[config.mk]
export PLATFORM = sky130hd
export DESIGN_NAME = rcc_queue
export DESIGN_NICKNAME = d
export VERILOG_FILES = /design/src/hdl/rcc_pkg.sv /design/src/hdl/rcc_queue.sv
export SDC_FILE = /design/constraint.sdc
export NUM_CORES = 1
export LEC_CHECK = 0
export BUFFER_PORTS_ARGS = -buffer_cell sky130_fd_sc_hd__clkbuf_2
export CAP_MARGIN = 25
export CORE_ASPECT_RATIO = 1.5
export CORE_MARGIN = 2
export CORE_UTILIZATION = 52
export CTS_CLUSTER_DIAMETER = 30
export DETAILED_ROUTE_END_ITERATION = 8
export PLACE_DENSITY = 0.8
export SETUP_SLACK_MARGIN = 0.15
export SYNTH_ARGS = -nofsm -noshare
export SYNTH_HDL_FRONTEND = slang
export SYNTH_SLANG_ARGS = --single-unit
[constraint.sdc]
create_clock -name clk -period 3.85 [get_ports clk]
set_input_delay 0.77 -clock clk [delete_from_list [all_inputs] [get_ports clk]]
set_output_delay 0.77 -clock clk [all_outputs]
set_load 0.01 [all_outputs]
[src/hdl/rcc_pkg.sv]
// Shared types and constants of the RGB/CMYK converter.
// No dependencies; every other file of the block but rcc_stream_if refers to it by scoped names.
`default_nettype none

package rcc_pkg;

	// full-scale component value, stands for 1.0
	localparam logic [7:0] FULL = 8'd255;

	// divider datapath widths: dividend, divisor, quotient
	localparam int NUMW = 17;
	localparam int DIVW = 9;
	localparam int QW   = 8;

	// forward dividend is 2*255*(max - comp) + max
	localparam logic [NUMW-1:0] INK_SCALE2 = 17'd510;

	typedef enum logic {
		OP_RGB2CMYK = 1'b0,
		OP_CMYK2RGB = 1'b1
	} op_t;

	typedef struct packed {
		op_t        op;
		logic [7:0] red_in;
		logic [7:0] green_in;
		logic [7:0] blue_in;
		logic [7:0] cyan_in;
		logic [7:0] magenta_in;
		logic [7:0] yellow_in;
		logic [7:0] black_in;
	} pixel_t;

	typedef struct packed {
		logic [7:0] cyan_out;
		logic [7:0] magenta_out;
		logic [7:0] yellow_out;
		logic [7:0] black_out;
		logic [7:0] red_out;
		logic [7:0] green_out;
		logic [7:0] blue_out;
	} result_t;

	// classified pixel, as it waits in the queue
	typedef struct packed {
		op_t             op;
		logic            mx_zero;
		logic [7:0]      mx;
		logic [2:0][7:0] term;   // max - comp, or 255 - ink
		logic [7:0]      scale;  // 255 - black (inverse only)
	} job_t;

	// one slot of the divide pipeline
	typedef struct packed {
		op_t                  op;
		logic                 mx_zero;
		logic [7:0]           mx;
		logic [DIVW-1:0]      div;
		logic [2:0][NUMW-1:0] rem;
		logic [2:0][QW-1:0]   quo;
	} div_stage_t;

endpackage

`default_nettype wire

[src/hdl/rcc_queue.sv]
// Short FIFO of classified jobs between front and back end.
// Depends on rcc_pkg.
`default_nettype none

module rcc_queue #(
	parameter int DEPTH = 2
) (
	input  wire logic          clk,
	input  wire logic          arst_n,
	input  wire logic          push_valid,
	input  wire rcc_pkg::job_t push_data,
	output logic               full,
	output logic               pop_valid,
	input  wire logic          pop_ready,
	output rcc_pkg::job_t      pop_data
);

	localparam int PW = (DEPTH > 1) ? $clog2(DEPTH) : 1;
	localparam int CW = $clog2(DEPTH + 1);

	rcc_pkg::job_t mem_q [DEPTH];
	logic [PW-1:0] wp_q, rp_q;
	logic [CW-1:0] cnt_q;
	logic          push, pop;

	assign full      = (cnt_q == CW'(DEPTH));
	assign pop_valid = (cnt_q != '0);
	assign pop_data  = mem_q[rp_q];
	assign push      = push_valid && !full;
	assign pop       = pop_ready && pop_valid;

	always_ff @(posedge clk or negedge arst_n) begin
		if (!arst_n) begin
			wp_q  <= '0;
			rp_q  <= '0;
			cnt_q <= '0;
		end else begin
			if (push) wp_q <= (wp_q == PW'(DEPTH - 1)) ? '0 : wp_q + 1'b1;
			if (pop) rp_q <= (rp_q == PW'(DEPTH - 1)) ? '0 : rp_q + 1'b1;
			if (push && !pop) cnt_q <= cnt_q + 1'b1;
			else if (pop && !push) cnt_q <= cnt_q - 1'b1;
		end
	end

	always_ff @(posedge clk) begin
		if (push) mem_q[wp_q] <= push_data;
	end

endmodule

`default_nettype wire

==> results of run 1 <==
## final cells by class
class | count | area share (%)
Clock buffer | 10 | 3.12
Inverter | 2 | 0.183
Timing Repair Buffer | 92 | 12.0
Sequential cell | 88 | 64.1
Multi-Input combinational cell | 55 | 17.6
Clock inverter | 6 | 0.642
Tap cell | 76 | 2.32
## Yosys cell counts
cell type   n  area [µm²]
xnor2_1     3        26.3
inv_1       2        7.51
buf_12      4        80.1
mux2_4     39         586
nor2_1      2        7.51
or2_1       1        6.26
mux2_2      3        33.8
and3_1      1        6.26
ha_1        1        12.5
nand2b_1    1        6.26
buf_6       1        11.3
edfxtp_1   84        2520
xor2_1      2        17.5
nand2_1     2        7.51
dfrtp_1     4         100
## state kept, by name, summed over array words and instances (netlist names)
register,cells
rp_q,1
wp_q,1
mem_q,84
cnt_q,2
## cells by family after synthesis
kind of cell | after synthesis
XOR/XNOR | 5
flip-flops | 88
AND/OR/NAND/NOR | 7
buffers and inverters | 7
multiplexers | 42
adder cells (fa/ha/maj) | 1
## cells in the final DEF (no fill, tap or decap)
| master | Yosys | layout |
|---|---|---|
| clkbuf_2 | 0 | 89 |
| edfxtp_1 | 84 | 84 |
| mux2_4 | 39 | 39 |
| clkbuf_8 | 0 | 9 |
| clkinv_1 | 0 | 5 |
| mux2_2 | 3 | 3 |
| xnor2_1 | 3 | 3 |
| dfrtp_1 | 4 | 3 |
| inv_1 | 2 | 2 |
| nand2_1 | 2 | 2 |
| xor2_1 | 2 | 2 |
| buf_12 | 4 | 2 |
| or2_1 | 1 | 1 |
| nand2b_1 | 1 | 1 |
| and3_2 | 0 | 1 |
| nor2_4 | 0 | 1 |
| nor2_1 | 2 | 1 |
| ha_1 | 1 | 1 |
| clkinvlp_4 | 0 | 1 |
| clkbuf_1 | 0 | 1 |
| buf_4 | 0 | 1 |
| dfrtp_2 | 0 | 1 |
## where the power goes
group	total (µW)	switching (µW)	internal, µW
sequential	1440	127	1310
clock	512	288	223
combinational	1020	472	551
## per-layer routing
layer / share of wire (%) / vias to the layer above / wire length (µm) / GRT usage, %
li1: - / 782 / - / -
met5: 0 / - / 0 / 0
met1: 36 / 796 / 1900 / 16.5
met2: 55 / 66 / 2940 / 26.2
met4: 2.8 / 0 / 148 / 10.5
met3: 6.7 / 12 / 359 / 5.52
## critical path, delay by kind of cell (launching register included)
kind / cells / cell delay [ps]
buffers and inverters: 2 / 420
flip-flops: 1 / 830
multiplexers: 1 / 360
## per-stage QoR
| step | std cells | setup slack (ps) |
|---|---|---|
| after floorplan | 150 | 782 |
| after global placement | 312 | 1480 |
| final | 329 | 1110 |
| after CTS | 328 | 1070 |
| after detailed placement | 312 | 1470 |
| after global routing | 329 | 1000 |
## final timing paths
path                           from      endpoint  slack [ps]  cells past startpoint
setup / recovery               rp_q  pop_data[26]        1110                      3
min in group clk           cnt_q[1]      cnt_q[1]         500                      1
hold reg to reg            cnt_q[1]      cnt_q[1]         500                      1
max in group asynchronous    arst_n          rp_q        3500                      1
hold / removal               arst_n      cnt_q[1]         210                      1
setup reg to reg           cnt_q[0]  mem_q[0][18]        1800                      4
==> metrics.md, run 1 <==
| Metric | Value |
|---|---|
| Largest net degree at the start of global routing | 43 |
| Clk_skew | 11.0 ps |
| Clock transition at path regs | 80 ps |
| Register area share after synthesis | 76.4% |
| Initial Utilization | 53.3% |
| Adder-Cell Fraction of Synth Area | 0.365% |
| Gpl congestion | 0.651 |
| Vias in the first global route | 1,754 |
| Minimum clock period | 2740 ps |
| Post-Synth XOR/XNOR Area | 1.28% |
| Vias per std cell | 5.03 |
| Overall power | 2970 µW |
| Power density cells | 727 nW/µm² |
| Crit path DAT | 1970 ps |
| Peak VDD IR | 495 µV |
| Worst-margin pin slew | 823 ps |
| Die width | 70.3 µm |
| Core area | 6440 µm² |
| Crit end category | output port |
| DP Area | 3920 µm² |
| Count of max-cap constraint violations | 0 |
| Synth Area in Simple Gates | 0.985% |
| Cts bufs inserted | 9 |
| # H-tree levels | 3 |
| Nets | 295 |
| TritonCTS clock tree | done |
| WL final | 5350 µm |
| Area Overhead vs Synth | 19.3% |
| Hold crit path type | in2async |
| Antenna viol nets, final | 0 |
| Clock Latency Late Sink | 350 ps |
| Total GRT Usage | 15.6% |
| WL/cell | 16.3 µm |
| Run status | finished, final reports clean |
| Ys Warns | 0 |
| PortBufs | 89 |
| Clock Path Buffers | 2 |
| FF/Latch Area | 2620 µm² |
| Global-route wire length before repair | 8140 µm |
| Filler instances | 483 |
| Iter 0 DRT Violations | 89 |
| Antenna Cells | 0 |
| Multi-input gate area | 718 µm² |
| Maximum fanout along the worst path | 22 |
| Register bit count reported by yosys | 88 |
| Setup TNS Final | 0 ps |
| Hold buffers post-CTS | 0 |
| # IOs | 90 |
| Final worst-path cycle share | 71.1% |
| CP startpoint kind | flop |
| Hold Slack | 208 ps |
| Slowest stage delay, CP | 830 ps |
| Ratio of cells with drive above 1 in the final layout | 58.1% |
| Final instance area | 4090 µm² |
| Max Fclk | 365 MHz |
| Complex-gate fraction of the synthesized area | 0% |
| # DRC | 0 |
| Fin. Hold Viols | 0 |
| Crit path kind | reg2out |
| RSZ-0062 raised after global routing | no |
| Cell area after synthesis | 3430 µm² |
| Count of final setup violators | 0 |
| Mapped Cells | 150 |
| Initial antenna violation count | 0 |
| Worst EP required | 3080 ps |
| Congestion Overflow GR | 0 |
| Postcts setup bufs | 0 |
| Post-Route Utilization | 63.5% |
| CP Cell Sequence | buf_12 > mux2_2 > clkbuf_2 |
| LEAKAGE | 0.00168 µW |
| Die Y | 103 µm |
| Site Rows | 36 |
| HPWL Detailed | 3620 µm |
| Root Driver | clkbuf_8 |
| CTS resizes | 0 |
| Clock Sinks | 88 |
| Slew headroom | 45.0% |
| Die ar. | 7280 µm² |
| Via count | 1,656 |
| Synth unique cells | 15 |
| Length of the first detailed-routing pass in iterations | 4 |
| Final Slew Violations | 0 |
| Slowest-stage cell, CP | dfrtp_2 |
| Synth Net Count | 197 |
| Avg Cell Area, Syn | 22.9 µm² |
| Largest family of logic cells by synthesized area | multiplexers |
| Mux contribution to synthesized area | 18.1% |
(Power assumes the default switching activity.)
==> inputs of run 2 (changes only) <==
==> constraint.sdc (replaced) <==
create_clock -name clk -period 2.7 [get_ports clk]
set_input_delay 0.54 -clock clk [delete_from_list [all_inputs] [get_ports clk]]
set_output_delay 0.54 -clock clk [all_outputs]
set_load 0.01 [all_outputs]
==> run 2 against run 1 <==
Compared with the run above:
- sequential share of layout area is 2.1 points lower
- sequential power is 39% higher
- critical path depth stayed put
- non-clock buffer count is 1 higher
- global-route usage is 0.59 points lower
- final area is 3.4% higher
- highest routed layer unchanged
- largest cell class unchanged
- die area stayed put
- clock power is 130% higher
- setup slack worse by 650 ps
- via count is 0.60% lower
- worst hold slack better by 170 ps
- clock-buffer cell count is 1 higher
==> metrics.md, run 2 (synthesis results as in run 1) <==
| Metric | Value |
|---|---|
| Run status | finished, final reports clean |
| Clock transition at path regs | 80 ps (about the same) |
| Clock Latency Late Sink | 340 ps (about the same) |
| # IOs | 90 (unchanged) |
| RSZ-0062 raised after global routing | no |
| Initial antenna violation count | 0 (unchanged) |
| Ratio of cells with drive above 1 in the final layout | 59.8% (+1.7 points) |
| Peak VDD IR | 906 µV (+83%) |
| Root Driver | clkbuf_8 |
| Antenna viol nets, final | 0 (unchanged) |
| Max reg flops | 84 (unchanged) |
| Power density cells | 1110 nW/µm² (+52%) |
| Vias per std cell | 4.99 (-0.91%) |
| Worst hold endpoint | mem_q[0][11] |
| HPWL Detailed | 3710 µm (+2.4%) |
| Die ar. | 7280 µm² (unchanged) |
| Vias in the first global route | 1,585 (-9.6%) |
| Top flop regs | mem_q x84, cnt_q x2 |
| Postcts setup bufs | 0 (unchanged) |
| Worst EP required | 2160 ps (-920 ps) |
| Flop2flop setup slack | 1060 ps (-740 ps) |
| LEAKAGE | 0.00175 µW (+3.8%) |
| Commonest non-fill, non-tap cells in the layout | 89 x clkbuf_2, 84 x edfxtp_1, 39 x mux2_4, 10 x clkbuf_8, 4 x bufinv_16 |
| Iter 0 DRT Violations | 60 (-33%) |
| Crit path kind | reg2out |
| Max Fclk | 448 MHz |
| Count of final setup violators | 0 (unchanged) |
| Crit path DAT | 1690 ps (-280 ps) |
| Gpl congestion | 0.698 (+7.3%) |
| # DRC | 0 (unchanged) |
| Global-route wire length before repair | 7760 µm (-4.8%) |
| Core area | 6440 µm² (unchanged) |
| TritonCTS clock tree | done |
| Largest net degree at the start of global routing | 35 (-19%) |
| Fin. Hold Viols | 0 (unchanged) |
| Setup TNS Final | 0 ps (unchanged) |
| Length of the first detailed-routing pass in iterations | 6 (+2) |
| Final worst-path cycle share | 82.7% |
| Final Slew Violations | 0 (unchanged) |
| Slowest stage delay, CP | 550 ps (-280 ps) |
| Commonest non-fill, non-tap cell in the layout | clkbuf_2 |
| Clk_skew | 5.65 ps (-5.35 ps) |
| CP Cell Sequence | buf_12 > mux2_4 > clkbuf_2 |
| Worst-margin pin slew | 460 ps (-363 ps) |
| Crit end category | output port |
| Hold_sp | push_data[11] |
| Cts bufs inserted | 9 (unchanged) |
| Top reg by flops | mem_q |
| Reg-to-Reg End | mem_q[1][28] |
| Initial Utilization | 53.3% (unchanged) |
| Via count | 1,646 (-0.60%) |
| Nets | 296 (+0.34%) |
| PortBufs | 89 (unchanged) |
| R2R cell count | 3 (-1) |
| Hold crit path type | in2reg |
| Site Rows | 36 (unchanged) |
| Hold depth | 1 |
| Die Y | 103 µm (unchanged) |
| Slew headroom | 69.3% (+24 points) |
| CP startpoint kind | flop |
| CTS resizes | 0 (unchanged) |
| Finished Layout Cells | 330 (+0.30%) |
| Clock Sinks | 88 (unchanged) |
| Count of max-cap constraint violations | 0 (unchanged) |
| Area Overhead vs Synth | 23.3% |
| Minimum clock period | 2230 ps |
| WL/cell | 15.9 µm (-2.0%) |
| Inst Count DP | 313 (+0.32%) |
| Reg-to-Reg Start | cnt_q[0] |
| Die width | 70.3 µm (unchanged) |
| # H-tree levels | 3 (unchanged) |
| Congestion Overflow GR | 0 (unchanged) |
| Slowest-stage cell, CP | dfrtp_2 |
| Maximum fanout along the worst path | 34 (+55%) |
| Clock Path Buffers | 2 (unchanged) |
| WL final | 5260 µm (-1.7%) |
| Antenna Cells | 0 (unchanged) |
| Total GRT Usage | 15.0% (-0.59 points) |
| Filler instances | 440 (-8.9%) |
[run 2: layer usage]
layer / GRT usage, % / vias to the layer above / part of all wire [%]
met2: 26.6 / 52 / 58
li1: - / 776 / -
met3: 6.20 / 6 / 5.4
met1: 14.7 / 812 / 35
met4: 8.43 / 0 / 1.8
met5: 0 / - / 0
[run 2: repair_timing]
action / 4_1_cts / 5_1_grt
setup endpoints to repair: 0 / 0
hold endpoints to repair: 4 / 0
hold buffers: 1 / 0
[run 2: where the power goes]
| group | internal, µW | switching, µW |
|---|---|---|
| logic | 795 | 721 |
| registers | 1870 | 127 |
| clock network | 734 | 428 |
[run 2: worst max-delay path, delay by kind of cell (launching register included)]
family / cells / cell delay, ps
buffers and inverters: 2 / 430
muxes: 1 / 340
DFF: 1 / 550
[run 2: how the worst max path moves through the flow]
stage,startpoint,end,slack (ps)
finish,rp_q,pop_data[17],470
global route,rp_q,pop_data[17],390
CTS,rp_q,pop_data[17],440
detailed placement,rp_q,pop_data[17],840
global placement,rp_q,pop_data[17],840
floorplan,push_valid,mem_q[0][0],560
[run 2: stage by stage]
stage | setup slack, ps | instance area, µm² | hold slack [ps] | utilization, % | total power, µW
final | 467 | 4230 | 379 | 65.7 | 4670
after global routing | 393 | 4230 | 344 | 65.7 | 4900
after CTS | 443 | 4230 | 353 | 65.7 | 4740
after detailed placement | 839 | 3950 | 353 | 61.3 | 3570
after global placement | 842 | 3950 | 356 | 61.3 | 3530
after floorplan | 558 | 3430 | 244 | - | 3160
[run 2: final cells by class]
class | count | area [µm²] | area share (%)
Inverter | 2 | 7.51 | 0.178
Timing Repair Buffer | 93 | 515 | 12.2
Multi-Input combinational cell | 55 | 718 | 17.0
Clock buffer | 11 | 141 | 3.34
Tap cell | 76 | 95.1 | 2.25
Sequential cell | 88 | 2620 | 62.0
Clock inverter | 5 | 128 | 3.02
==> inputs of run 3 (changes only) <==
--- a/config.mk
+++ b/config.mk
@@ -9,10 +9,10 @@
 export CAP_MARGIN = 25
 export CORE_ASPECT_RATIO = 1.5
 export CORE_MARGIN = 2
-export CORE_UTILIZATION = 52
+export CORE_UTILIZATION = 47
 export CTS_CLUSTER_DIAMETER = 30
 export DETAILED_ROUTE_END_ITERATION = 8
-export PLACE_DENSITY = 0.8
+export PLACE_DENSITY = 0.76
 export SETUP_SLACK_MARGIN = 0.15
 export SYNTH_ARGS = -nofsm -noshare
 export SYNTH_HDL_FRONTEND = slang
==> constraint.sdc (replaced) <==
create_clock -name clk -period 1.9 [get_ports clk]
set_input_delay 0.38 -clock clk [delete_from_list [all_inputs] [get_ports clk]]
set_output_delay 0.38 -clock clk [all_outputs]
set_load 0.01 [all_outputs]
==> run 3 against run 2 <==
Compared with the run above:
- sequential power rose by 41%
- power rose by 43%
- clock-buffer cell count rose by 2
- worst hold slack got worse by 170 ps
- die area rose by 10%
- via count rose by 0.18%
- combinational power rose by 62%
- highest routed layer unchanged
- cell count rose by 8.2%
- largest cell class unchanged
==> metrics.md, run 3 (synthesis results as in run 1) <==
| Metric | Value |
|---|---|
| Sw Share | 27.6% (+0.34 points) |
| Comb power frac | 36.9% (+4.5 points) |
| WL final | 5390 µm (+2.6%) |
| Gpl congestion | 0.678 (-2.8%) |
| CP startpoint kind | flop |
| LEAKAGE | 0.00179 µW (+2.5%) |
| PortBufs | 89 (unchanged) |
| Hold crit path type | in2reg |
| Initial antenna violation count | 0 (unchanged) |
| WL/cell | 15.1 µm (-5.1%) |
| Worst hold endpoint | mem_q[1][31] |
| Slowest-stage cell, CP | dfrtp_2 |
| Hold depth | 1 (unchanged) |
| Worst path depth | 3 (unchanged) |
| Minimum clock period | 1840 ps |
| Max reg flops | 84 (unchanged) |
| Final instance area | 4350 µm² (+2.8%) |
| Top flop regs | mem_q x84, cnt_q x2 |
| Iter 0 DRT Violations | 124 (+110%) |
| Nets | 299 (+1.0%) |
| Crit end category | output port |
| Area Overhead vs Synth | 26.7% |
| Global-route wire length before repair | 7880 µm (+1.6%) |
| Run status | finished, final reports clean |
| Overall power | 6680 µW (+43%) |
| Slowest stage delay, CP | 420 ps (-130 ps) |
| Reg-to-Reg End | cnt_q[1] |
| Worst EP required | 1520 ps (-640 ps) |
| Commonest non-fill, non-tap cell in the layout | edfxtp_1 |
| Die width | 73.8 µm (+4.9%) |
| Congestion Overflow GR | 0 (unchanged) |
| # H-tree levels | 3 (unchanged) |
| Flop2flop setup slack | 360 ps (-700 ps) |
| Clock Sinks | 88 (unchanged) |
| Die ar. | 8010 µm² (+10%) |
| Peak VDD IR | 1070 µV (+18%) |
| Clk_skew | 8.85 ps (+3.20 ps) |
| Final worst-path cycle share | 96.8% |
| Cts bufs inserted | 9 (unchanged) |
| Clock Latency Late Sink | 350 ps (about the same) |
| DP Area | 4000 µm² (+1.1%) |
| Max Fclk | 544 MHz |
| Clock Path Buffers | 2 (unchanged) |
| Worst slack, placed | 293 ps (-546 ps) |
| Antenna Cells | 0 (unchanged) |
| TritonCTS clock tree | done |
| Power density cells | 1540 nW/µm² (+39%) |
| Initial Utilization | 47.8% (-5.5 points) |
| Crit path kind | reg2out |
| Die Y | 109 µm (+5.0%) |
| Core area | 7180 µm² (+11%) |
| Antenna viol nets, final | 0 (unchanged) |
| Slew headroom | 73.3% (+4.0 points) |
| Net Sw Power | 1850 µW (+45%) |
| R2R cell count | 7 (+4) |
| CP Cell Sequence | buf_12 > mux2_4 > clkbuf_2 |
| Site Rows | 38 (+5.6%) |
| CP bufs+invs | 2 (unchanged) |
| Maximum fanout along the worst path | 23 (-32%) |
| Top reg by flops | mem_q |
| # DRC | 0 (unchanged) |
| Crit path DAT | 1460 ps (-230 ps) |
| Reg-to-Reg Start | cnt_q[0] |
| Int Pwr | 4830 µW (+42%) |
| Hold Slack | 212 ps (-167 ps) |
| Setup WS post-layout | 60.5 ps (-407 ps) |
| Total GRT Usage | 14.0% (-1.0 points) |
| Worst-margin pin slew | 401 ps (-59.6 ps) |
| Clock Power Share | 21.1% (-3.8 points) |
| Hold_sp | push_data[31] |
| Ratio of cells with drive above 1 in the final layout | 59.9% (+0.080 points) |
| Clock transition at path regs | 80 ps (about the same) |
| # IOs | 90 (unchanged) |
| HPWL Detailed | 3610 µm (-2.6%) |
| Commonest non-fill, non-tap cells in the layout | 84 x edfxtp_1, 73 x clkbuf_2, 42 x mux2_4, 16 x buf_6, 11 x clkbuf_8 |
| Reg power frac | 42.0% (-0.7 points) |
| Vias in the first global route | 1,692 (+6.8%) |
| Largest net degree at the start of global routing | 43 (+23%) |
| CP delay by family, top | flip-flops |
| RSZ-0062 raised after global routing | yes |
| Via count | 1,649 (+0.18%) |
| Fin. Hold Viols | 0 (unchanged) |
| Vias per std cell | 4.62 (-7.4%) |
| Final Slew Violations | 0 (unchanged) |
| Root Driver | clkbuf_8 |
| Count of final setup violators | 0 (unchanged) |
| Count of max-cap constraint violations | 0 (unchanged) |
| Length of the first detailed-routing pass in iterations | 4 (-2) |
run 3: cell types whose count changed in the layout (fill, tap and decap cells not counted), sizes merged:
| cell | before | now |
|---|---|---|
| clkbuf | 100 | 86 |
| bufinv | 4 | 2 |
| clkinv | 0 | 1 |
| buf | 3 | 22 |
| clkinvlp | 1 | 0 |
run 3: layer usage:
metal / track usage [%] / vias to the layer above / share of wire (%)
li1: - / 782 / -
met1: 14.8 / 798 / 39
met2: 22.7 / 56 / 52
met3: 5.82 / 13 / 6.0
met4: 8.57 / 0 / 2.8
met5: 0 / - / 0
run 3: layout make-up:
class,count,area [µm²]
fillers,530,2830
flip-flops and latches,88,2620
multi-input cells,55,729
repair buffers,96,638
clock buffers,13,159
well taps,100,125
clock inverters,3,65.1
inverters,2,7.51
run 3: through the flow:
step,cells,utilization (%),TNS [ps]
6_report,357,60.6,0
5_1_grt,357,60.6,-48.8
4_1_cts,357,59.0,0
3_5_place_dp,339,55.6,0
3_3_place_gp,339,55.6,0
2_1_floorplan,150,-,0
run 3: worst max-delay path by stage:
stage | start | to | slack, ps
4_1_cts | rp_q | pop_data[40] | 20
2_1_floorplan | cnt_q[0] | mem_q[0][0] | 210
6_report | rp_q | pop_data[34] | 60
5_1_grt | rp_q | pop_data[33] | -20
3_5_place_dp | rp_q | pop_data[40] | 290
3_3_place_gp | rp_q | pop_data[40] | 310
run 3: power by group through the flow:
stage	clock network, µW	registers [µW]	logic (µW)
after floorplan	0	2800	1690
after detailed placement	0	2880	2230
final	1410	2810	2460
after CTS	1450	2810	2280
after global routing	1530	2850	2640
after global placement	0	2850	2210
run 3: timing repair:
| action | 4_1_cts | 5_1_grt |
|---|---|---|
| resized for setup | 0 | 36 |
| buffers inserted | 1 | 0 |
| hold endpoints to repair | 4 | 0 |
| hold buffers | 1 | 0 |
| setup endpoints to repair | 37 | 42 |
