## src/hdl/rcc_pkg.sv

```systemverilog
// Shared types and constants of the RGB/CMYK converter.
// No dependencies; every other file of the block but rcc_stream_if refers to it by scoped names.
`default_nettype none

package rcc_pkg;

	// full-scale component value, stands for 1.0
	localparam logic [7:0] FULL = 8'd255;

	// divider datapath widths: dividend, divisor, quotient
	localparam int NUMW = 17;
	localparam int DIVW = 9;
	localparam int QW   = 8;

	// forward dividend is 2*255*(max - comp) + max
	localparam logic [NUMW-1:0] INK_SCALE2 = 17'd510;

	typedef enum logic {
		OP_RGB2CMYK = 1'b0,
		OP_CMYK2RGB = 1'b1
	} op_t;

	typedef struct packed {
		op_t        op;
		logic [7:0] red_in;
		logic [7:0] green_in;
		logic [7:0] blue_in;
		logic [7:0] cyan_in;
		logic [7:0] magenta_in;
		logic [7:0] yellow_in;
		logic [7:0] black_in;
	} pixel_t;

	typedef struct packed {
		logic [7:0] cyan_out;
		logic [7:0] magenta_out;
		logic [7:0] yellow_out;
		logic [7:0] black_out;
		logic [7:0] red_out;
		logic [7:0] green_out;
		logic [7:0] blue_out;
	} result_t;

	// classified pixel, as it waits in the queue
	typedef struct packed {
		op_t             op;
		logic            mx_zero;
		logic [7:0]      mx;
		logic [2:0][7:0] term;   // max - comp, or 255 - ink
		logic [7:0]      scale;  // 255 - black (inverse only)
	} job_t;

	// one slot of the divide pipeline
	typedef struct packed {
		op_t                  op;
		logic                 mx_zero;
		logic [7:0]           mx;
		logic [DIVW-1:0]      div;
		logic [2:0][NUMW-1:0] rem;
		logic [2:0][QW-1:0]   quo;
	} div_stage_t;

endpackage

`default_nettype wire

```

## src/hdl/rcc_stream_if.sv

```systemverilog
// Valid/ready stream interface used for both channels of the converter.
// The payload type is a parameter; depends on nothing else.
`default_nettype none

interface rcc_stream_if #(
	parameter type payload_t = logic
);
	logic     valid;
	logic     ready;
	payload_t data;

	modport source (output valid, output data, input ready);
	modport sink   (input valid, input data, output ready);
endinterface

`default_nettype wire

```

## src/hdl/rcc_back.sv

```systemverilog
// Back end: builds dividends, runs the one-bit-per-stage divider, formats results.
// Depends on rcc_pkg and rcc_stream_if.
`default_nettype none

module rcc_back (
	input  wire logic          clk,
	input  wire logic          arst_n,
	input  wire logic          pop_valid,
	input  wire rcc_pkg::job_t pop_data,
	output logic               pop_ready,
	rcc_stream_if.source       converted
);

	localparam int QW   = rcc_pkg::QW;
	localparam int NUMW = rcc_pkg::NUMW;
	localparam int DIVW = rcc_pkg::DIVW;
	localparam int NSTG = QW + 1;

	// slot 0 holds the prepared dividends, slot k+1 has quotient bits down to QW-1-k
	rcc_pkg::div_stage_t stage_s [NSTG];
	logic [NSTG-1:0]     vld_s;
	rcc_pkg::div_stage_t prep;
	rcc_pkg::div_stage_t nxt [QW];
	rcc_pkg::div_stage_t last;
	rcc_pkg::result_t    res;
	logic [2:0][15:0]    prod;
	logic                en;

	assign en        = !vld_s[NSTG-1] || converted.ready;
	assign pop_ready = en;

	always_comb begin
		prep.op      = pop_data.op;
		prep.mx_zero = pop_data.mx_zero;
		prep.mx      = pop_data.mx;
		prep.quo     = '0;
		for (int l = 0; l < 3; l++) begin
			prod[l] = 16'(pop_data.term[l]) * 16'(pop_data.scale);
		end
		if (pop_data.op == rcc_pkg::OP_RGB2CMYK) begin
			prep.div = {pop_data.mx, 1'b0};
			for (int l = 0; l < 3; l++) begin
				prep.rem[l] = NUMW'(pop_data.term[l]) * rcc_pkg::INK_SCALE2
					+ NUMW'(pop_data.mx);
			end
		end else begin
			prep.div = DIVW'(rcc_pkg::FULL);
			for (int l = 0; l < 3; l++) begin
				prep.rem[l] = NUMW'(prod[l]);
			end
		end
	end

	// restoring division, one quotient bit per stage on all three lanes
	for (genvar k = 0; k < QW; k++) begin : g_div
		logic [NUMW-1:0] trial;
		assign trial = NUMW'(stage_s[k].div) << (QW - 1 - k);
		always_comb begin
			nxt[k] = stage_s[k];
			for (int l = 0; l < 3; l++) begin
				if (stage_s[k].rem[l] >= trial) begin
					nxt[k].rem[l]         = stage_s[k].rem[l] - trial;
					nxt[k].quo[l][QW-1-k] = 1'b1;
				end
			end
		end
	end

	always_ff @(posedge clk or negedge arst_n) begin
		if (!arst_n) begin
			vld_s <= '0;
		end else if (en) begin
			vld_s <= {vld_s[NSTG-2:0], pop_valid};
		end
	end

	always_ff @(posedge clk) begin
		if (en) begin
			stage_s[0] <= prep;
			for (int k = 0; k < QW; k++) begin
				stage_s[k+1] <= nxt[k];
			end
		end
	end

	assign last = stage_s[NSTG-1];

	always_comb begin
		res = '0;
		if (last.op == rcc_pkg::OP_RGB2CMYK) begin
			res.black_out = rcc_pkg::FULL - last.mx;
			if (!last.mx_zero) begin
				res.cyan_out    = last.quo[0];
				res.magenta_out = last.quo[1];
				res.yellow_out  = last.quo[2];
			end
		end else begin
			res.red_out   = last.quo[0];
			res.green_out = last.quo[1];
			res.blue_out  = last.quo[2];
		end
	end

	assign converted.valid = vld_s[NSTG-1];
	assign converted.data  = res;

endmodule

`default_nettype wire

```

## src/flat_wrapper.sv

```systemverilog
// flat-port wrapper written by rule: the top's interface ports become plain ports
module rcc_back_flat 
  (clk, arst_n, pop_valid, pop_data, pop_ready, converted_valid, converted_data, converted_ready);
  rcc_stream_if converted_i ();
  input  wire logic clk;
  input  wire logic arst_n;
  input  wire logic pop_valid;
  input  wire rcc_pkg::job_t pop_data;
  output logic pop_ready;
  output wire logic [$bits(converted_i.valid)-1:0] converted_valid;
  output wire logic [$bits(converted_i.data)-1:0] converted_data;
  input wire logic [$bits(converted_i.ready)-1:0] converted_ready;
  assign converted_valid = converted_i.valid;
  assign converted_data = converted_i.data;
  assign converted_i.ready = converted_ready;
  rcc_back u_core (.clk(clk), .arst_n(arst_n), .pop_valid(pop_valid), .pop_data(pop_data), .pop_ready(pop_ready), .converted(converted_i));
endmodule
```

## config.mk

```make
export PLATFORM = sky130hd
export DESIGN_NAME = rcc_back_flat
export DESIGN_NICKNAME = d
export VERILOG_FILES = /design/src/hdl/rcc_pkg.sv /design/src/hdl/rcc_stream_if.sv /design/src/hdl/rcc_back.sv /design/src/flat_wrapper.sv
export SDC_FILE = /design/constraint.sdc
export NUM_CORES = 1
export LEC_CHECK = 0
export ABC_AREA = 1
export BUFFER_PORTS_ARGS = -buffer_cell sky130_fd_sc_hd__buf_2
export CORE_AREA = 3 3 220 222
export DETAILED_ROUTE_END_ITERATION = 7
export DIE_AREA = 0 0 223 225
export PLACE_DENSITY_LB_ADDON = 0.25
export REMOVE_ABC_BUFFERS = 1
export SETUP_SLACK_MARGIN = 0.4
export SYNTH_ARGS = -nofsm -noshare
export SYNTH_HDL_FRONTEND = slang
export SYNTH_SLANG_ARGS = --single-unit
```

## constraint.sdc

```tcl
create_clock -name clk -period 7.2 [get_ports clk]
set_input_delay 0.36 -clock clk [delete_from_list [all_inputs] [get_ports clk]]
set_output_delay 0.36 -clock clk [all_outputs]
set_load 0.005 [all_outputs]
```

==> results of run 1 <==
==> worst max-delay path: stages <==
cell,delay [ns]
buf_2,0.27
inv_1,0.23
fa_1,0.55
fa_1,0.61
fa_1,0.46
fa_1,0.54
inv_1,0.04
ha_1,0.35
nand2_1,0.14
inv_1,0.06
a21oi_2,0.19
nand2_2,0.09
nand2_1,0.08
nand2_2,0.07
nor3_4,0.26
nand3_1,0.11
nand3_1,0.09
nand2_1,0.05
==> stage by stage <==
step | hold WS, ns | power (uW)
finish | 0.05606 | 8722
global route | 0.01832 | 9639
CTS | 0.02060 | 8830
detailed placement | 0.2136 | 7579
global placement | 0.2132 | 7487
floorplan | 0.06441 | 6552
==> placed cells by master, fill, tap and decap left out, types with 8 or more instances in the layout <==
cell type  instances
nand2_1          341
inv_1            314
edfxtp_1         210
ha_1             153
nor2_1           109
a21oi_1          101
fa_1              73
nand3_1           52
o21ai_0           44
xor2_1            43
o21ai_1           31
buf_2             31
xnor2_1           26
clkbuf_16         25
nor3_1            23
nand2_2           21
a21oi_2           16
or2_2             15
o21ai_2           15
nand4_1           13
nand3b_1          10
a21o_1             9
nand3_2            9
dfrtp_1            9
nor2_2             8
a31oi_1            8
==> state kept, by name, summed over array words and instances (netlist names) <==
| register | flops |
|---|---|
| u_core.vld_s | 9 |
| u_core.stage_s | 210 |
==> cells by family (layout without fill, tap and decap cells) <==
family          after synthesis  in the layout
fa+ha+maj                   226            226
buf+inv                     350            394
mux                           2              2
xor+xnor                     69             69
compound gates              251            251
flops                       219            219
simple gates                626            626
==> layer usage <==
layer  wire length [um]  GRT usage [%]
met2              17020          24.78
met4                625          3.302
met3                903          1.563
met1              13460          14.95
met5                  0              0
==> power groups by stage <==
stage / registers, uW / clock network [uW] / logic, uW
2_1_floorplan: 2640 / 0 / 3910
3_3_place_gp: 2720 / 0 / 4770
3_5_place_dp: 2730 / 0 / 4850
4_1_cts: 2710 / 1250 / 4870
5_1_grt: 2770 / 1300 / 5570
6_report: 2690 / 1200 / 4830
==> layout make-up <==
cell class                      count  area, um2  share of cell area [%]
Clock buffer                       33      685.7                   3.850
Clock inverter                     11      97.59                  0.5481
Inverter                          317       1190                   6.682
Multi-Input combinational cell   1174       8358                   46.94
Sequential cell                   219       6531                   36.68
Tap cell                          607      759.5                   4.265
Timing Repair Buffer               33      185.2                   1.040
==> worst max path at each step <==
stage / from / endpoint / slack (ns) / cells after the start
finish: pop_data[30] / u_core.stage_s[0][73] / 2.93 / 18
global route: pop_data[29] / u_core.stage_s[0][71] / 2.68 / 18
CTS: pop_data[29] / u_core.stage_s[0][73] / 2.95 / 18
detailed placement: pop_data[29] / u_core.stage_s[0][73] / 2.36 / 18
global placement: pop_data[24] / u_core.stage_s[0][70] / 2.41 / 14
floorplan: converted_ready / u_core.vld_s[0] / 1.27 / 3
==> reports/results.txt, run 1 <==
Status = finished, final reports clean
CTS H-Tree Depth = 1
Slew @ Worst Pin = 0.9167 ns
P&R area growth vs syn = 9.511%
Die ar. = 50180 um2
RSZ-0062 raised after global routing = no
Hold Path Class = primary input to register
Top-count cell post-synth = nand2_1
Clk buf depth = 3
Tot GR Track Use = 12.82%
Async SR Flop Fraction = 4.110%
Synth Cell Area = 16260 um2
Vias per inst = 4.730
Antenna viol nets, final = 0
Area after DPL = 17010 um2
Nets = 2042
Cell variety after synth = 58
First-pass GRT wire length = 53850 um
Die Width = 223 um
Hold endpoint = u_core.vld_s[0]
WHS Path Cells = 2
Hold Vio Cnt, Final = 0
DR WL/cell = 13.37 um
Reg2Reg Capture Point = u_core.stage_s[0][448]
Crit path required time = 7.49 ns
R2r setup slk = 4.52 ns
Root Driver = clkbuf_16
Initial Util = 34.93%
Cells after Synth = 1743
Mean Syn Cell Area = 9.329 um2
Relative slew slack = 38.89%
Fin cells = 2394
Sw Ratio = 43.53%
Synth Area in XOR/XNOR = 3.717%
Sequential Power Share = 30.9%
Drt pass-1 iters = 5
I/O pins = 49
Max_cap viols = 0
Initial antenna violation count = 0
Proportion of power drawn by the clock network = 13.8%
Adder-Cell Fraction of Synth Area = 20.76%
Dominant synthesized flop cell = edfxtp_1
Final Util = 38.25%
Initial DRC count = 417
Post-synth EDFFs = 210
Clk slew on worst S/H paths = 0.06 ns
Die height = 225 um
Startpoint Class = primary input
Worst-Skew Late Latency = 0.54 ns
Main combinational cell family by area after synthesis = adder cells
Leak = 0.008371 uW
Leading area contributor after synthesis = edfxtp_1
Final min period = 4.274 ns
CTS Buf Count = 25
Worst Setup End Kind = register
Achievable frequency = 234.0 MHz
WS Path Type = primary input to register
Mux share of post-synthesis cell area = 0.1385%
Resize count post-CTS = 0
IO Port Bufs = 31
Fraction of layout cells with a size suffix above 1 = 10.18%
Tcrit/Tclk final = 59.35%
Remaining Overflow, GRT = 0
Final setup vio count = 0
Synth cell count leaders = nand2_1, inv_1, edfxtp_1
Hpwl dp = 25400 um
PD cells = 489.8 nW/um2
Post-CTS Setup Bufs = 0
Worst Skew = 0.01248 ns
Setup slack after layout = 2.926 ns
Synth area leaders = edfxtp_1, ha_1, fa_1, nand2_1, inv_1
Hold Path Origin = pop_valid
DRC = 0
Routed WL = 32010 um
Synth warn = 0
Core area = 46560 um2
CTS tree = done
Simple-gate share of the synthesized area = 17.35%
Fill cells = 4621
TNS Setup = 0 ns
Max FO, Critical Path = 12
Routability congestion estimate = 0.8348
Maximum vdd ir drop = 311.1 uV
FF+latch count, synth = 219
Arrival @ worst endpoint = 4.56 ns
Vias in the first global route = 11230
Slew Limit Fails = 0
Post-synth top area share = 38.78%
# hold bufs at CTS = 1
Sw Pwr = 3797 uW
Placed cells = 2349
Via count = 11320
Antenna Cells = 0
Synth Area in Compound Gates = 9.388%
Place WS = 2.362 ns
Clock sinks = 219
Final instance area = 17810 um2
Seq/Total Area, Yosys = 40.17%
# rows = 79
Reg2reg start = u_core.stage_s[0][375]
Int Pwr = 4925 uW
Largest net degree at the start of global routing = 170
Register-to-Register Path Depth = 9
Share of power burned in combinational logic = 55.3%
No activity file was read; power rests on OpenSTA's default activity.
==> run 2, diff against run 1 <==
==> constraint.sdc (replaced) <==
create_clock -name clk -period 4.35 [get_ports clk]
set_input_delay 0.2175 -clock clk [delete_from_list [all_inputs] [get_ports clk]]
set_output_delay 0.2175 -clock clk [all_outputs]
set_load 0.005 [all_outputs]
==> run 2 against run 1 <==
Effect of this change: sequential power up 66%; core utilization rose by 1.5 points; setup slack worse by 2.3 ns; clock-buffer cell count shrank 5; sequential cell count did not move; largest cell class unchanged; hold slack got worse by 0.031 ns; non-clock buffer count rose by 62; first-iteration DRC count is 41% higher.
==> reports/results.txt, run 2 (synthesized netlist as in run 1, its figures left out) <==
Area occupied by multi-input gates = 8487 um2 (was 8358 um2)
Total power = 15320 uW (was 8722 uW)
DRC = 0 (unchanged)
CP cell instances = buf_4, fa_1, ha_1, inv_1, fa_1, fa_1, inv_1, ha_4, inv_1, xor2_1, ha_1, nand2_1, nor2_1, nand2_1, nand2_2, nand4_4, nor2_4, nand4_1, nand2_1, nor2_1 (was buf_2, inv_1, fa_1, fa_1, fa_1, fa_1, inv_1, ha_1, nand2_1, inv_1, a21oi_2, nand2_2, nand2_1, nand2_2, nor3_4, nand3_1, nand3_1, nand2_1)
IO Port Bufs = 31 (unchanged)
Worst Skew = 0.01393 ns (was 0.01248 ns)
Area after DPL = 17480 um2 (was 17010 um2)
PD cells = 828.1 nW/um2 (was 489.8 nW/um2)
Largest net degree at the start of global routing = 91 (was 170)
Nets = 2104 (was 2042)
Min Hold Slack = 0.02530 ns (was 0.05606 ns)
Initial antenna violation count = 0 (unchanged)
Root Driver = clkbuf_16 (unchanged)
Clk buf depth = 3 (unchanged)
Die Width = 223 um (unchanged)
Via count = 11490 (was 11320)
Achievable frequency = 266.9 MHz
Final setup vio count = 0 (unchanged)
Routability congestion estimate = 0.8527 (was 0.8348)
Worst-Skew Late Latency = 0.52 ns (was 0.54 ns)
Drt pass-1 iters = 5 (unchanged)
Final min period = 3.747 ns
Vias per inst = 4.679 (was 4.730)
Hold Path Class = primary input to register (unchanged)
Max_cap viols = 0 (unchanged)
Initial DRC count = 589 (was 417)
Die ar. = 50180 um2 (unchanged)
CTS tree = done (unchanged)
Startpoint Class = primary input (unchanged)
Fraction of layout cells with a size suffix above 1 = 14.39% (was 10.18%)
Slew Limit Fails = 0 (unchanged)
Die height = 225 um (unchanged)
Commonest non-fill, non-tap cell in the layout = nand2_1 (unchanged)
Clock sinks = 219 (unchanged)
Antenna viol nets, final = 0 (unchanged)
Worst Setup End Kind = register (unchanged)
I/O pins = 49 (unchanged)
Commonest non-fill, non-tap cells in the layout = nand2_1, inv_1, edfxtp_1 (unchanged)
Slew @ Worst Pin = 0.8715 ns (was 0.9167 ns)
# rows = 79 (unchanged)
Core area = 46560 um2 (unchanged)
CTS H-Tree Depth = 1 (unchanged)
Max FFs per register = 210 (unchanged)
WHS Path Cells = 2 (unchanged)
Final instance area = 18500 um2 (was 17810 um2)
Register name with the most flops = u_core.stage_s (unchanged)
Arrival @ worst endpoint = 4.03 ns (was 4.56 ns)
Max FO, Critical Path = 7 (was 12)
Clk slew on worst S/H paths = 0.06 ns (about the same)
Vias in the first global route = 11810 (was 11230)
Tcrit/Tclk final = 86.15%
Status = finished, final reports clean (unchanged)
DR WL/cell = 13.40 um (was 13.37 um)
Relative slew slack = 41.84% (was 38.89%)
Worst path buffer plus inverter count = 4 (unchanged)
Routed WL = 32890 um (was 32010 um)
Crit path required time = 4.63 ns (was 7.49 ns)
Antenna Cells = 0 (unchanged)
Slowest cell on crit path = fa_1 (unchanged)
Max incr delay on CP = 0.60 ns (was 0.61 ns)
WS Path Type = primary input to register (unchanged)
Final Util = 39.74% (was 38.25%)
Cell family with most CP delay = adder cells (unchanged)
Register-to-Register Path Depth = 9 (unchanged)
Critical path depth = 20 (was 18)
Fill cells = 4554 (was 4621)
Maximum vdd ir drop = 580.3 uV (was 311.1 uV)
Tot GR Track Use = 13.33% (was 12.82%)
Hold Vio Cnt, Final = 0 (unchanged)
Hpwl dp = 26360 um (was 25400 um)
First-pass GRT wire length = 56170 um (was 53850 um)
Reg area = 6531 um2 (unchanged)
Top Registers = u_core.stage_s: 210 flops, u_core.vld_s: 9 flops (unchanged)
Leak = 0.008696 uW (was 0.008371 uW)
P&R area growth vs syn = 13.78% (was 9.511%)
Initial Util = 34.93% (unchanged)
RSZ-0062 raised after global routing = no (unchanged)
Remaining Overflow, GRT = 0 (unchanged)
CTS Buf Count = 25 (unchanged)
## run 2: routing by layer
metal | track usage, % | up-vias | part of all wire [%] | wire length [um]
met5 | 0 | - | 0 | 0
met4 | 3.138 | 0 | 1.6 | 541
met3 | 1.498 | 32 | 2.8 | 914
met2 | 25.64 | 120 | 53 | 17340
met1 | 15.84 | 5433 | 43 | 14100
li1 | - | 5901 | - | -
## run 2: area by class of cell
type / count / area share, %
well taps: 607 / 4.105
multi-input cells: 1174 / 45.87
clock buffers: 28 / 3.442
clock inverters: 15 / 1.156
flip-flops and latches: 219 / 35.30
repair buffers: 95 / 3.692
inverters: 317 / 6.431
## run 2: worst paths after layout
kind,from,end,slack [ns]
worst max-delay path,pop_data[28],u_core.stage_s[0][74],0.60
worst min-delay path,pop_data[38],u_core.stage_s[0][82],0.03
worst max register to register,u_core.stage_s[0][375],u_core.stage_s[0][448],1.67
worst min register to register,u_core.stage_s[0][153],u_core.stage_s[0][247],0.44
max in group asynchronous,arst_n,u_core.vld_s[8],4.10
min in group asynchronous,arst_n,u_core.vld_s[2],0.07
## run 2: metrics by stage
stage / setup TNS [ns] / setup WS, ns / instances
floorplan: -291.88 / -1.554 / 1710
global placement: -0.2542 / -0.1963 / 2408
detailed placement: -0.4331 / -0.2457 / 2408
CTS: 0 / 0.4161 / 2453
global route: 0 / 0.4069 / 2455
finish: 0 / 0.6026 / 2455
## run 2: worst reg2reg max path, cell delays in order (launching register included)
cell	delay [ns]
edfxtp_1	0.42
ha_1	0.30
fa_1	0.45
inv_1	0.08
a21oi_1	0.06
o21ai_0	0.40
a21oi_1	0.20
o21ai_0	0.28
nor2_2	0.08
xor2_1	0.16
## run 2: report_power, final
group / internal, uW / switching, uW / leakage (uW)
Clock: 1350 / 824 / 0.000419
Sequential: 3870 / 593 / 0.00220
Combinational: 3600 / 5090 / 0.00607
## run 2: repair_timing
action / in CTS / in global routing
resized for setup: 1 / 29
endpoints found under the hold margin: 10 / 0
gates cloned: 0 / 0
pin swaps: 0 / 11
setup endpoints to repair: 1 / 7
buffers inserted: 0 / 2
hold buffers: 2 / 0
==> run 3, diff against run 2 <==
--- a/config.mk
+++ b/config.mk
@@ -7,9 +7,9 @@
 export LEC_CHECK = 0
 export ABC_AREA = 1
 export BUFFER_PORTS_ARGS = -buffer_cell sky130_fd_sc_hd__buf_2
-export CORE_AREA = 3 3 220 222
+export CORE_AREA = 2 2 219 221
 export DETAILED_ROUTE_END_ITERATION = 7
-export DIE_AREA = 0 0 223 225
+export DIE_AREA = 0 0 221 223
 export PLACE_DENSITY_LB_ADDON = 0.25
 export REMOVE_ABC_BUFFERS = 1
 export SETUP_SLACK_MARGIN = 0.4
==> run 3 against run 2 <==
Effect of this change: combinational power down 1%; sequential power about the same; final cell count up 0.20%; non-clock buffer count down 4.
==> reports/results.txt, run 3 (synthesized netlist as in run 1, its figures left out) <==
Max FFs per register = 210 (unchanged)
Met3 WL = 890 um (was 914 um)
Wl on met1 = 14730 um (was 14100 um)
Share of power burned in combinational logic = 56.9% (was 56.7%)
Crit path required time = 4.62 ns (was 4.63 ns)
Setup crit end = u_core.stage_s[0][72] (was u_core.stage_s[0][74])
Commonest non-fill, non-tap cells in the layout = nand2_1, inv_1, edfxtp_1 (unchanged)
Slew Limit Fails = 0 (unchanged)
Int Pwr = 8559 uW (was 8813 uW)
Final setup vio count = 0 (unchanged)
Nets = 2100 (was 2104)
R2r setup slk = 1.67 ns (about the same)
Max_cap viols = 0 (unchanged)
Drt pass-1 iters = 5 (unchanged)
Critical Path Start = pop_data[26] (was pop_data[28])
Vias in the first global route = 11510 (was 11810)
Routability congestion estimate = 0.8436 (was 0.8527)
Proportion of power drawn by the clock network = 13.5% (was 14.2%)
Die ar. = 49280 um2 (was 50180 um2)
Sw Ratio = 43.33% (was 42.48%)
Worst Setup End Kind = register (unchanged)
Top sig layer = met5 (was met4)
Sequential Power Share = 29.6% (was 29.1%)
P&R area growth vs syn = 13.11% (was 13.78%)
Top Registers = u_core.stage_s: 210 flops, u_core.vld_s: 9 flops (unchanged)
Clock sinks = 219 (unchanged)
Startpoint Class = primary input (unchanged)
Largest net degree at the start of global routing = 87 (was 91)
WS Path Type = primary input to register (unchanged)
Commonest non-fill, non-tap cell in the layout = nand2_1 (unchanged)
CTS Buf Count = 25 (unchanged)
Maximum vdd ir drop = 471.6 uV (was 580.3 uV)
Worst-Skew Late Latency = 0.53 ns (was 0.52 ns)
Antenna Cells = 0 (unchanged)
Place WS = -0.05668 ns (was -0.2457 ns)
PD cells = 821.2 nW/um2 (was 828.1 nW/um2)
Sw Pwr = 6545 uW (was 6509 uW)
Register-to-Register Path Depth = 11 (was 9)
RSZ-0062 raised after global routing = no (unchanged)
Hold Path Class = primary input to register (unchanged)
Achievable frequency = 265.7 MHz (was 266.9 MHz)
Core area = 47150 um2 (was 46560 um2)
Initial Util = 34.49% (was 34.93%)
Antenna viol nets, final = 0 (unchanged)
Via count = 11490 (unchanged)
Arrival @ worst endpoint = 4.03 ns (about the same)
Vias per inst = 4.669 (was 4.679)
Initial antenna violation count = 1 (was 0)
Reg2reg start = u_core.stage_s[0][437] (was u_core.stage_s[0][375])
DRC = 0 (unchanged)
Root Driver = clkbuf_16 (unchanged)
IO Port Bufs = 31 (unchanged)
CTS H-Tree Depth = 1 (unchanged)
Slew @ Worst Pin = 0.8779 ns (was 0.8715 ns)
Die Width = 221 um (was 223 um)
Clk buf depth = 3 (unchanged)
Fraction of layout cells with a size suffix above 1 = 13.77% (was 14.39%)
Met2 Wirelength = 17060 um (was 17340 um)
Routed WL = 33540 um (was 32890 um)
First-pass GRT wire length = 56610 um (was 56170 um)
# rows = 80 (was 79)
Remaining Overflow, GRT = 0 (unchanged)
Tcrit/Tclk final = 86.53% (was 86.15%)
Worst Skew = 0.01316 ns (was 0.01393 ns)
Status = finished, final reports clean (unchanged)
Clk slew on worst S/H paths = 0.06 ns (about the same)
Relative slew slack = 41.47% (was 41.84%)
Register name with the most flops = u_core.stage_s (unchanged)
Tot GR Track Use = 13.85% (was 13.33%)
Fin cells = 2460 (was 2455)
Reg2Reg Capture Point = u_core.stage_s[0][539] (was u_core.stage_s[0][448])
I/O pins = 49 (unchanged)
Hpwl dp = 26930 um (was 26360 um)
CTS tree = done (unchanged)
Placed cells = 2411 (was 2408)
DR WL/cell = 13.63 um (was 13.40 um)
Final min period = 3.764 ns (was 3.747 ns)
Hold Vio Cnt, Final = 0 (unchanged)
Setup slack after layout = 0.5861 ns (was 0.6026 ns)
Max FO, Critical Path = 6 (was 7)
Leak = 0.008631 uW (was 0.008696 uW)
Die height = 223 um (was 225 um)
Initial DRC count = 516 (was 589)
Fill cells = 4665 (was 4554)
Total power = 15100 uW (was 15320 uW)
## run 3: cell types whose count changed in the layout (fill, tap and decap cells not counted), moves of 2 or more
| cell | delta |
|---|---|
| o21ai_0 | +2 |
| bufinv_16 | -2 |
| clkinv_1 | +7 |
| clkinv_2 | -4 |
| inv_6 | -3 |
| buf_12 | -2 |
| clkbuf_4 | +2 |
| buf_4 | -4 |
## run 3: area by class of cell
| type | count | area [um2] | area share, % |
|---|---|---|---|
| multi-input combinational | 1174 | 8474 | 46.07 |
| sequential | 219 | 6531 | 35.51 |
| inverter | 317 | 1190 | 6.469 |
| tap | 615 | 769.5 | 4.184 |
| clock buffer | 29 | 640.6 | 3.483 |
| timing repair buffer | 91 | 633.1 | 3.442 |
| clock inverter | 15 | 153.9 | 0.8367 |
## run 3: power groups by stage
stage / combinational, uW / clock [uW] / sequential [uW]
after CTS: 8450 / 2100 / 4500
final: 8590 / 2040 / 4470
after detailed placement: 8400 / 0 / 4540
after floorplan: 6480 / 0 / 4370
after global placement: 8290 / 0 / 4520
after global routing: 9810 / 2190 / 4600
## run 3: worst min-delay path by stage
stage | depth (start not counted) | start | to | slack [ns]
after floorplan | 0 | arst_n | u_core.vld_s[0] | -0.08
after global placement | 1 | arst_n | u_core.vld_s[8] | 0.07
after detailed placement | 1 | arst_n | u_core.vld_s[0] | 0.08
after CTS | 2 | pop_data[38] | u_core.stage_s[0][82] | 0.004
after global routing | 2 | pop_data[38] | u_core.stage_s[0][82] | 0.009
final | 2 | pop_data[38] | u_core.stage_s[0][82] | 0.03
## run 3: stage by stage
step | hold WS, ns | TNS [ns] | utilization [%] | cell area [um2]
final | 0.03033 | 0 | 39.01 | 18390
after global placement | 0.07330 | -0.01311 | 36.97 | 17430
after floorplan | -0.07809 | -291.88 | - | 16070
after detailed placement | 0.07824 | -0.2165 | 36.97 | 17430
after CTS | 0.004215 | 0 | 38.72 | 18250
after global routing | 0.009420 | 0 | 39.01 | 18390
## run 3: repair_timing
item / in CTS / in global routing
endpoints found under the hold margin: 11 / 0
resized for setup: 0 / 29
hold buffers: 3 / 0
buffers inserted: 0 / 2
setup endpoints to repair: 0 / 7
## run 3: layer usage
layer | global-route usage [%] | vias to the layer above
met1 | 16.97 | 5426
met5 | 0 | -
met3 | 1.515 | 42
li1 | - | 5877
met2 | 25.57 | 139
met4 | 4.005 | 2
## run 3: critical path: stages
cell	delay [ns]
buf_2	0.18
buf_4	0.18
nand2_1	0.07
fa_1	0.48
fa_1	0.54
inv_1	0.06
fa_1	0.51
fa_1	0.49
ha_1	0.34
a21oi_1	0.19
o21ai_0	0.12
a21oi_2	0.17
o21ai_1	0.11
o21ai_0	0.18
buf_4	0.15
nand2_1	0.05
